[src/sv/kalman_angle_bias_filter_assert.svh]
// Assertion macros shared by the filter block.
`ifndef KALMAN_ANGLE_BIAS_FILTER_ASSERT_SVH
`define KALMAN_ANGLE_BIAS_FILTER_ASSERT_SVH
`ifndef SYNTHESIS
`define KAB_ASSERT_IMP(lbl, ck, rn, ante, cons) \
  lbl: assert property (@(posedge ck) disable iff (!rn) (ante) |-> (cons)) \
    else $error("kab assertion failed");
`define KAB_ASSERT_NEXT(lbl, ck, rn, ante, cons) \
  lbl: assert property (@(posedge ck) disable iff (!rn) (ante) |=> (cons)) \
    else $error("kab assertion failed");
`define KAB_ASSERT_NEVER(lbl, ck, rn, expr) \
  lbl: assert property (@(posedge ck) disable iff (!rn) !(expr)) \
    else $error("kab assertion failed");
`else
`define KAB_ASSERT_IMP(lbl, ck, rn, ante, cons)
`define KAB_ASSERT_NEXT(lbl, ck, rn, ante, cons)
`define KAB_ASSERT_NEVER(lbl, ck, rn, expr)
`endif
`endif

[src/sv/kab_pkg.sv]
// Types, constants and arithmetic helpers of the angle and bias filter.
`timescale 1ns / 1ps
package kab_pkg;

  localparam int unsigned DATA_W    = 32;
  localparam int unsigned DT_W      = 24;
  localparam int unsigned NOISE_W   = 31;
  localparam int unsigned CFG_IDX_W = 3;
  localparam int unsigned MUL_W     = 33;
  localparam int unsigned PROD_W    = 2 * MUL_W;
  localparam int unsigned SUM_W     = 36;
  localparam int unsigned Q_SHIFT   = 30;
  localparam int unsigned STEP_W    = 4;
  localparam int unsigned DIV_STEPS = DATA_W - 1;
  localparam int unsigned DIV_CNT_W = 5;

  localparam logic [CFG_IDX_W-1:0] CFG_START_ANGLE   = 3'd0;
  localparam logic [CFG_IDX_W-1:0] CFG_START_BIAS    = 3'd1;
  localparam logic [CFG_IDX_W-1:0] CFG_START_VAR     = 3'd2;
  localparam logic [CFG_IDX_W-1:0] CFG_ANGLE_NOISE   = 3'd3;
  localparam logic [CFG_IDX_W-1:0] CFG_BIAS_NOISE    = 3'd4;
  localparam logic [CFG_IDX_W-1:0] CFG_MEASURE_NOISE = 3'd5;

  localparam logic [NOISE_W-1:0] VAR_RESET    = 31'd10737418;
  localparam logic [NOISE_W-1:0] ANOISE_RESET = 31'd10737;
  localparam logic [NOISE_W-1:0] BNOISE_RESET = 31'd107;
  localparam logic [NOISE_W-1:0] RNOISE_RESET = 31'd3221225;

  localparam logic signed [SUM_W-1:0] SAT_HI =
    {{(SUM_W-DATA_W+1){1'b0}}, {(DATA_W-1){1'b1}}};
  localparam logic signed [SUM_W-1:0] SAT_LO =
    {{(SUM_W-DATA_W+1){1'b1}}, {(DATA_W-1){1'b0}}};

  typedef enum logic [1:0] {
    STAT_UPDATED,
    STAT_DT_ZERO,
    STAT_S_BAD,
    STAT_RESTART
  } status_t;

  typedef enum logic [3:0] {
    MUL_NONE,
    MUL_RATE_DT,
    MUL_CBB_DT,
    MUL_CAB_DT,
    MUL_CBA_DT,
    MUL_P11_DT,
    MUL_AN_DT,
    MUL_BN_DT,
    MUL_K0_Y,
    MUL_K1_Y,
    MUL_K1_CAA,
    MUL_K1_CAB,
    MUL_K0_CAA,
    MUL_K0_CAB
  } mul_op_t;

  typedef enum logic [3:0] {
    WB_NONE,
    WB_ANG24,
    WB_P11DT,
    WB_ACC_INIT,
    WB_ACC_SUB,
    WB_ACC_ADD,
    WB_COV_PRED,
    WB_YS,
    WB_ANG30,
    WB_BIAS30,
    WB_CBA30,
    WB_CBB30,
    WB_CAA30,
    WB_CAB30
  } wb_op_t;

  typedef struct packed {
    logic    load_in;
    logic    restart;
    mul_op_t mul;
    wb_op_t  wb;
    logic    div_start;
    logic    div_sel;
    logic    out_load;
    status_t code;
  } dp_cmd_t;

  typedef struct packed {
    logic restart_cmd;
    logic dt_zero;
    logic s_pos;
    logic div_done;
    logic div_busy;
  } dp_sts_t;

  function automatic logic signed [DATA_W-1:0] sat32(input logic signed [SUM_W-1:0] v);
    logic signed [DATA_W-1:0] r;
    if (v > SAT_HI) begin
      r = SAT_HI[DATA_W-1:0];
    end else if (v < SAT_LO) begin
      r = SAT_LO[DATA_W-1:0];
    end else begin
      r = v[DATA_W-1:0];
    end
    return r;
  endfunction

  function automatic logic signed [SUM_W-1:0] rnd24(input logic signed [PROD_W-1:0] p);
    logic signed [PROD_W-1:0] t;
    t = p + (PROD_W'(1) << (DT_W - 1));
    return t[DT_W+SUM_W-1:DT_W];
  endfunction

  function automatic logic signed [SUM_W-1:0] rnd30(input logic signed [PROD_W-1:0] p);
    logic signed [PROD_W-1:0] t;
    t = p + (PROD_W'(1) << (Q_SHIFT - 1));
    return t[Q_SHIFT+SUM_W-1:Q_SHIFT];
  endfunction

endpackage

[src/sv/kab_ctrl.sv]
// Filter sequencer: steps the datapath through predict, gain division and correction.
`timescale 1ns / 1ps
module kab_ctrl (
  input  logic             clk,
  input  logic             rst_n,
  input  logic             in_valid,
  output logic             in_ready,
  output logic             out_valid,
  input  logic             out_ready,
  input  kab_pkg::dp_sts_t sts,
  output kab_pkg::dp_cmd_t cmd
);

  localparam logic [kab_pkg::STEP_W-1:0] PRED_LAST = 4'd8;
  localparam logic [kab_pkg::STEP_W-1:0] CORR_LAST = 4'd6;

  typedef enum logic [3:0] {
    ST_IDLE, ST_DEC, ST_PRED, ST_CHK, ST_DIV0, ST_WAIT0,
    ST_DIV1, ST_WAIT1, ST_CORR, ST_FIN
  } state_t;

  state_t                        state_r, state_nxt;
  logic [kab_pkg::STEP_W-1:0]    step_r, step_nxt;
  kab_pkg::status_t              code_r, code_nxt;
  logic                          out_valid_r, out_valid_nxt;

  function automatic kab_pkg::mul_op_t pred_mul(input logic [kab_pkg::STEP_W-1:0] s);
    kab_pkg::mul_op_t m;
    case (s)
      4'd0:    m = kab_pkg::MUL_RATE_DT;
      4'd1:    m = kab_pkg::MUL_CBB_DT;
      4'd2:    m = kab_pkg::MUL_CAB_DT;
      4'd3:    m = kab_pkg::MUL_CBA_DT;
      4'd4:    m = kab_pkg::MUL_P11_DT;
      4'd5:    m = kab_pkg::MUL_AN_DT;
      4'd6:    m = kab_pkg::MUL_BN_DT;
      default: m = kab_pkg::MUL_NONE;
    endcase
    return m;
  endfunction

  function automatic kab_pkg::wb_op_t pred_wb(input logic [kab_pkg::STEP_W-1:0] s);
    kab_pkg::wb_op_t w;
    case (s)
      4'd1:    w = kab_pkg::WB_ANG24;
      4'd2:    w = kab_pkg::WB_P11DT;
      4'd3:    w = kab_pkg::WB_ACC_INIT;
      4'd4:    w = kab_pkg::WB_ACC_SUB;
      4'd5:    w = kab_pkg::WB_ACC_ADD;
      4'd6:    w = kab_pkg::WB_ACC_ADD;
      4'd7:    w = kab_pkg::WB_COV_PRED;
      4'd8:    w = kab_pkg::WB_YS;
      default: w = kab_pkg::WB_NONE;
    endcase
    return w;
  endfunction

  function automatic kab_pkg::mul_op_t corr_mul(input logic [kab_pkg::STEP_W-1:0] s);
    kab_pkg::mul_op_t m;
    case (s)
      4'd0:    m = kab_pkg::MUL_K0_Y;
      4'd1:    m = kab_pkg::MUL_K1_Y;
      4'd2:    m = kab_pkg::MUL_K1_CAA;
      4'd3:    m = kab_pkg::MUL_K1_CAB;
      4'd4:    m = kab_pkg::MUL_K0_CAA;
      4'd5:    m = kab_pkg::MUL_K0_CAB;
      default: m = kab_pkg::MUL_NONE;
    endcase
    return m;
  endfunction

  function automatic kab_pkg::wb_op_t corr_wb(input logic [kab_pkg::STEP_W-1:0] s);
    kab_pkg::wb_op_t w;
    case (s)
      4'd1:    w = kab_pkg::WB_ANG30;
      4'd2:    w = kab_pkg::WB_BIAS30;
      4'd3:    w = kab_pkg::WB_CBA30;
      4'd4:    w = kab_pkg::WB_CBB30;
      4'd5:    w = kab_pkg::WB_CAA30;
      4'd6:    w = kab_pkg::WB_CAB30;
      default: w = kab_pkg::WB_NONE;
    endcase
    return w;
  endfunction

  assign in_ready  = (state_r == ST_IDLE);
  assign out_valid = out_valid_r;

  always_comb begin
    state_nxt     = state_r;
    step_nxt      = step_r;
    code_nxt      = code_r;
    out_valid_nxt = out_valid_r;
    cmd           = '0;
    cmd.code      = code_r;
    if (out_valid_r && out_ready) begin
      out_valid_nxt = 1'b0;
    end
    case (state_r)
      ST_IDLE: begin
        if (in_valid) begin
          cmd.load_in = 1'b1;
          state_nxt   = ST_DEC;
        end
      end
      ST_DEC: begin
        if (sts.restart_cmd) begin
          cmd.restart = 1'b1;
          code_nxt    = kab_pkg::STAT_RESTART;
          state_nxt   = ST_FIN;
        end else if (sts.dt_zero) begin
          code_nxt  = kab_pkg::STAT_DT_ZERO;
          state_nxt = ST_FIN;
        end else begin
          step_nxt  = '0;
          state_nxt = ST_PRED;
        end
      end
      ST_PRED: begin
        cmd.mul = pred_mul(step_r);
        cmd.wb  = pred_wb(step_r);
        if (step_r == PRED_LAST) begin
          state_nxt = ST_CHK;
        end else begin
          step_nxt = step_r + 1'b1;
        end
      end
      ST_CHK: begin
        if (sts.s_pos) begin
          state_nxt = ST_DIV0;
        end else begin
          code_nxt  = kab_pkg::STAT_S_BAD;
          state_nxt = ST_FIN;
        end
      end
      ST_DIV0: begin
        cmd.div_start = 1'b1;
        cmd.div_sel   = 1'b0;
        state_nxt     = ST_WAIT0;
      end
      ST_WAIT0: begin
        if (sts.div_done) begin
          state_nxt = ST_DIV1;
        end
      end
      ST_DIV1: begin
        cmd.div_start = 1'b1;
        cmd.div_sel   = 1'b1;
        state_nxt     = ST_WAIT1;
      end
      ST_WAIT1: begin
        if (sts.div_done) begin
          step_nxt  = '0;
          state_nxt = ST_CORR;
        end
      end
      ST_CORR: begin
        cmd.mul = corr_mul(step_r);
        cmd.wb  = corr_wb(step_r);
        if (step_r == CORR_LAST) begin
          code_nxt  = kab_pkg::STAT_UPDATED;
          state_nxt = ST_FIN;
        end else begin
          step_nxt = step_r + 1'b1;
        end
      end
      ST_FIN: begin
        if (!out_valid_r || out_ready) begin
          cmd.out_load  = 1'b1;
          out_valid_nxt = 1'b1;
          state_nxt     = ST_IDLE;
        end
      end
      default: state_nxt = ST_IDLE;
    endcase
  end

  always_ff @(posedge clk) begin
    if (!rst_n) begin
      state_r     <= ST_IDLE;
      step_r      <= '0;
      code_r      <= kab_pkg::STAT_UPDATED;
      out_valid_r <= 1'b0;
    end else begin
      state_r     <= state_nxt;
      step_r      <= step_nxt;
      code_r      <= code_nxt;
      out_valid_r <= out_valid_nxt;
    end
  end

endmodule

[config.mk]
export PLATFORM = sky130hd
export DESIGN_NAME = kab_ctrl
export DESIGN_NICKNAME = d
export VERILOG_FILES = /design/src/sv/kalman_angle_bias_filter_assert.svh /design/src/sv/kab_pkg.sv /design/src/sv/kab_ctrl.sv
export SDC_FILE = /design/constraint.sdc
export NUM_CORES = 1
export LEC_CHECK = 0
export ABC_CLOCK_PERIOD_IN_PS = 3650
export BUFFER_PORTS_ARGS = -buffer_cell sky130_fd_sc_hd__buf_2
export CORE_ASPECT_RATIO = 0.9
export CORE_MARGIN = 4
export CORE_UTILIZATION = 54
export DETAILED_ROUTE_END_ITERATION = 16
export PLACE_DENSITY = 0.86
export SLEW_MARGIN = 20
export SYNTH_ARGS = -nofsm -noshare
export SYNTH_HDL_FRONTEND = slang
export SYNTH_SLANG_ARGS = --single-unit
[constraint.sdc]
create_clock -name clk -period 3.65 [get_ports clk]
set_input_delay 0.73 -clock clk [delete_from_list [all_inputs] [get_ports clk]]
set_output_delay 0.73 -clock clk [all_outputs]
set_load 0.005 [all_outputs]
# ---- Yosys cells after proc, flatten, opt, wreduce, memory -nomap -nowiden
# Memories as Yosys holds them, arrays and structs flattened. A register that Yosys moved wholly into a read port is not among the register bits.
# Cells that the tools add are included.
dict set report totals {
  memories 1
  regBits 11
  romBits 48
  out_inout_bits 17
}
# name depth word_bits rd rd_clocked_by_memory_dff write_ports line_no
set memory_table {}
lappend memory_table {{(name not given)} 16 3 1 1 0 kab_ctrl.sv:44} ;# case (s)
dict set report classes {
  n_eq_ne 28
  n_reduce_logical 10
  muxes 37
  addsub 1
}
# op n
set op_table {}
lappend op_table {{$mux W4} 16}
lappend op_table {{$pmux W4 S6} 2}
lappend op_table {{$pmux W4 S10} 1}
lappend op_table {{$eq A4 B3 Y1 const B} 7}
lappend op_table {{$ne A2 B2 Y1 const B} 11}
lappend op_table {{$pmux W3 S7} 1}
lappend op_table {{$eq A4 B2 Y1 const B} 4}
lappend op_table {{$pmux W4 S4} 1}
lappend op_table {{$pmux W8 S2} 1}
lappend op_table {{$eq A4 B4 Y1 const B} 3}
lappend op_table {{$reduce_and A6 Y1} 2}
lappend op_table {{$mux W1} 9}
lappend op_table {{$eq A4 B1 Y1 const B} 2}
lappend op_table {{$logic_not A4 Y1} 2}
lappend op_table {{$mux W2} 4}
lappend op_table {{$pmux W2 S3} 1}
lappend op_table {{$add A4 B1 Y4 const B} 1}
lappend op_table {{$pmux W2 S2} 1}
lappend op_table {{$reduce_and A4 Y1} 1}
lappend op_table {{$reduce_bool A4 Y1} 1}
lappend op_table {{$ne A3 B3 Y1 const B} 1}
lappend op_table {{$reduce_bool A3 Y1} 1}
lappend op_table {{$logic_and A1 B1 Y1} 1}
lappend op_table {{$logic_not A1 Y1} 1}
lappend op_table {{$logic_or A1 B1 Y1} 1}

# ---- Longest topological paths before layout
dict set report depth {
  depth_word 5
  ltp_mapped 14
}

# ---- Least setup slack after synthesis
# OpenSTA, ideal clock, no wires.
dict set report synth_path {
  path_type {reg-to-reg}
  from {reg step_r[0] in the netlist's numbering}
  to {reg (tool-made name)}
  stages_incl_launch_ff 15
  period_less_slack_ps 2904
  arrival_time_ps 2789
  setup_ps 116
  setup_slack_ps 746
  required_ps 3534
  cell_sequence {dfxtp_1 inv_1 ha_1 and3b_1 a22oi_1 a21bo_2 a31o_2 nor3_1 o21a_1 inv_1 ha_1 mux2i_1 mux2_2 o21ai_1 a31o_1}
}
# item line_no
set synth_rtl {}
lappend synth_rtl {{from (decl)} kab_ctrl.sv:23} ;# logic [kab_pkg::STEP_W-1:0] step_r, step_nxt;
lappend synth_rtl {{from (signal assigned)} kab_ctrl.sv:186} ;# step_r <= step_nxt;

==> flow_summary.yaml <==
status:
  status: "complete, no violations"
logic_synthesis:
  yosysWarningCount: 0
  synth_seq_cells: 14
  syn_nets: 180
  synth_area_per_cell_um2: 7.65
  synth_ff_type: "dfxtp_1"
  syn_inst: 165
  synth_cell_types: 55
  synth_compound_area_share_pct: 27.4
  synth_fa_ha_area_share_pct: 5.95
  netlist_area_um2: 1260
  synthArstFlopShare_pct: 0
  yosys.area_share.simple_pct: 33.7
  synth_top_family_by_area: "simple AND/OR/NAND/NOR gates"
  synth-edff-count: 0
  synthMuxAreaShare_pct: 4.06
  yosys.area_share.xor_xnor_pct: 0
  seq_area_frac_synth_pct: 22.2
clock_tree:
  cts_inserted_buffers: 3
  cts_max_level: 1
  insertion_delay_ns: 0.28
  path_clk_slew_ns: 0.09
  cts_sinks: 14
  cts_hold_buf: 0
  post_cts_buffers: 0
  cts-resized-gates: 0
  clk_path_buf_depth: 2
  cts_root_buf: "clkbuf_4"
  cts_tree: "yes"
die:
  start_util_pct: 57.3
  fp.dieW_um: 59.0
  num_rows: 16
  fp.dieArea_um2: 3180
  die_h_um: 53.9
  core_um2: 2200
  num_io_pins: 26
route:
  viasPerCell: 6.00
  drc: 0
  dr_total_vias: 1273
  wire_per_inst_um: 14.4
  drt_iter0_markers: 63
  ant_nets: 0
  wl_mm: 3.05
  firstDrtPassIters: 4
sta:
  setup_viol_count_final: 0
  skew_ns: 0.00513
  setup_tns_ns: 0
  final_max_slew_viol_count: 0
  whs_ns: 0.486
  rsz0062_at_grt: "false"
  fin_crit_sh_pct: 91.6
  worst_pin_slew_ns: 0.570
  max_freq_mhz: 299
  maxSlewHeadroom_pct: 62.0
  hold_viol_final: 0
  fin_crit_ns: 3.34
grt:
  grt_pass1_vias: 1194
  grt_use_total_pct: 21.5
  grt_overflow: 0
  grt_pass1_wl_mm: 5.33
  grt_max_degree: 20
  antenna_found_initial: 0
placement:
  io_buffers: 24
  routabilityCongestion: 0.939
  dpl_cell_area_um2: 1370
  hpwl_mm: 2.33
final_layout:
  finalNetCount: 201
  antenna_cells: 0
  syn2layout_area_growth_pct: 12.1
  drive_gt1_share_pct: 23.2
  multi_input_comb_area_um2: 903
  seqCellArea_um2: 280
  final_area_um2: 1420
  fillers: 191
setup_path:
  cp-start-kind: "flip-flop"
  critical_path_class: "reg -> reg"
  crit_fanout: 9
  cp.arrival_ns: 3.52
  critPathRequiredTime_ns: 3.82
  critPathCaptureType: "flip-flop"
power:
  p_seq_share_pct: 38.9
  p_int_mw: 0.315
  p_sw_mw: 0.184
  ir_drop_v: 0.000382
  p_leak_nw: 0.597
  combinationalPowerShare_pct: 38.5
  power.total_mw: 0.499
  power_density_nw_per_um2: 353
  pwr-share-clk_pct: 22.7
  swShare_pct: 36.9
flow_run:
  maxCapViolCount: 0
min_path:
  hold_path.class: "reg -> reg"
metal layers:
metal	wire, µm	GRT usage [%]
met5	0	0
met4	26	6.04
met3	272	4.08
met2	1370	35.1
met1	1380	29.1
cells in the mapped netlist, types with 2 or more instances:
| cell | instances | share of area, % |
|---|---|---|
| nor2_1 | 18 | 5.4 |
| nand2_1 | 15 | 4.5 |
| dfxtp_1 | 14 | 22 |
| o21ai_0 | 10 | 4.0 |
| a21oi_1 | 9 | 3.6 |
| inv_1 | 7 | 2.1 |
| and2_1 | 6 | 3.0 |
| ha_1 | 6 | 5.9 |
| clkbuf_1 | 5 | 1.5 |
| nand2b_1 | 5 | 2.5 |
| nor2b_1 | 5 | 2.5 |
| a21boi_0 | 4 | 2.4 |
| mux2i_1 | 4 | 3.2 |
| and3_1 | 3 | 1.5 |
| nand3b_1 | 3 | 1.8 |
| o21a_1 | 3 | 1.8 |
| o31ai_1 | 3 | 1.8 |
| or2_2 | 3 | 1.5 |
| a31o_1 | 2 | 1.4 |
| and3b_1 | 2 | 1.4 |
| buf_2 | 2 | 0.79 |
| buf_6 | 2 | 1.8 |
| nor3b_1 | 2 | 1.2 |
cells in the final DEF (no fill, tap or decap), types with 4 or more instances in the layout:
cell / n
mux2i_1: 4
buf_2: 24
nor2_1: 18
nand2b_1: 5
and2_1: 6
o21ai_0: 10
nor2b_1: 5
ha_1: 6
a21oi_1: 9
nand2_1: 15
inv_1: 7
dfxtp_1: 14
a21boi_0: 4
power by group through the flow:
stage          registers (mW)  clock network (mW)  logic (mW)
2_1_floorplan           0.181                   0       0.155
3_3_place_gp            0.195                   0       0.182
6_report                0.194               0.113       0.192
3_5_place_dp            0.196                   0       0.189
4_1_cts                 0.192               0.115       0.191
5_1_grt                 0.198               0.122       0.216
layout make-up:
type,count,area share [%]
inverter,7,1.86
sequential,14,19.8
tap,27,2.39
multi-input combinational,134,63.8
clock buffer,4,2.56
timing repair buffer,26,9.55
worst max-delay path: stages (launching register included):
cell      delay, ns
dfxtp_1        0.51
inv_1          0.11
ha_1           0.28
nor4bb_2       0.21
a22oi_1        0.21
a21bo_2        0.25
a31o_2         0.28
nor3_1         0.27
o21a_1         0.20
inv_1          0.05
ha_1           0.30
mux2i_1        0.14
mux2_2         0.16
o21ai_1        0.05
a31o_1         0.21
stage by stage:
stage          cells  utilization (%)  worst slack (ns)
6_report         212             64.3             0.305
5_1_grt          212             64.3             0.129
4_1_cts          212             64.0             0.298
3_5_place_dp     208             62.3             0.333
3_3_place_gp     208             62.3             0.471
2_1_floorplan    165                -             0.746
path summary, 6_finish.rpt:
check            start   endpoint  slack, ns  cells past startpoint
max reg2reg  step_r[0]  flip-flop       0.31                     14
max          step_r[0]  flip-flop       0.31                     14
min          code_r[1]  code_r[1]       0.49                      2
min reg2reg  code_r[1]  code_r[1]       0.49                      2
kinds of logic (layout without fill, tap and decap cells):
kind of cell    after synthesis  count (layout)
flops                        14              14
buf+inv                      17              37
simple gates                 74              74
compound gates               49              49
fa+ha+maj                     6               6
mux                           5               5
Note: power is estimated with default switching activity, not from simulation.
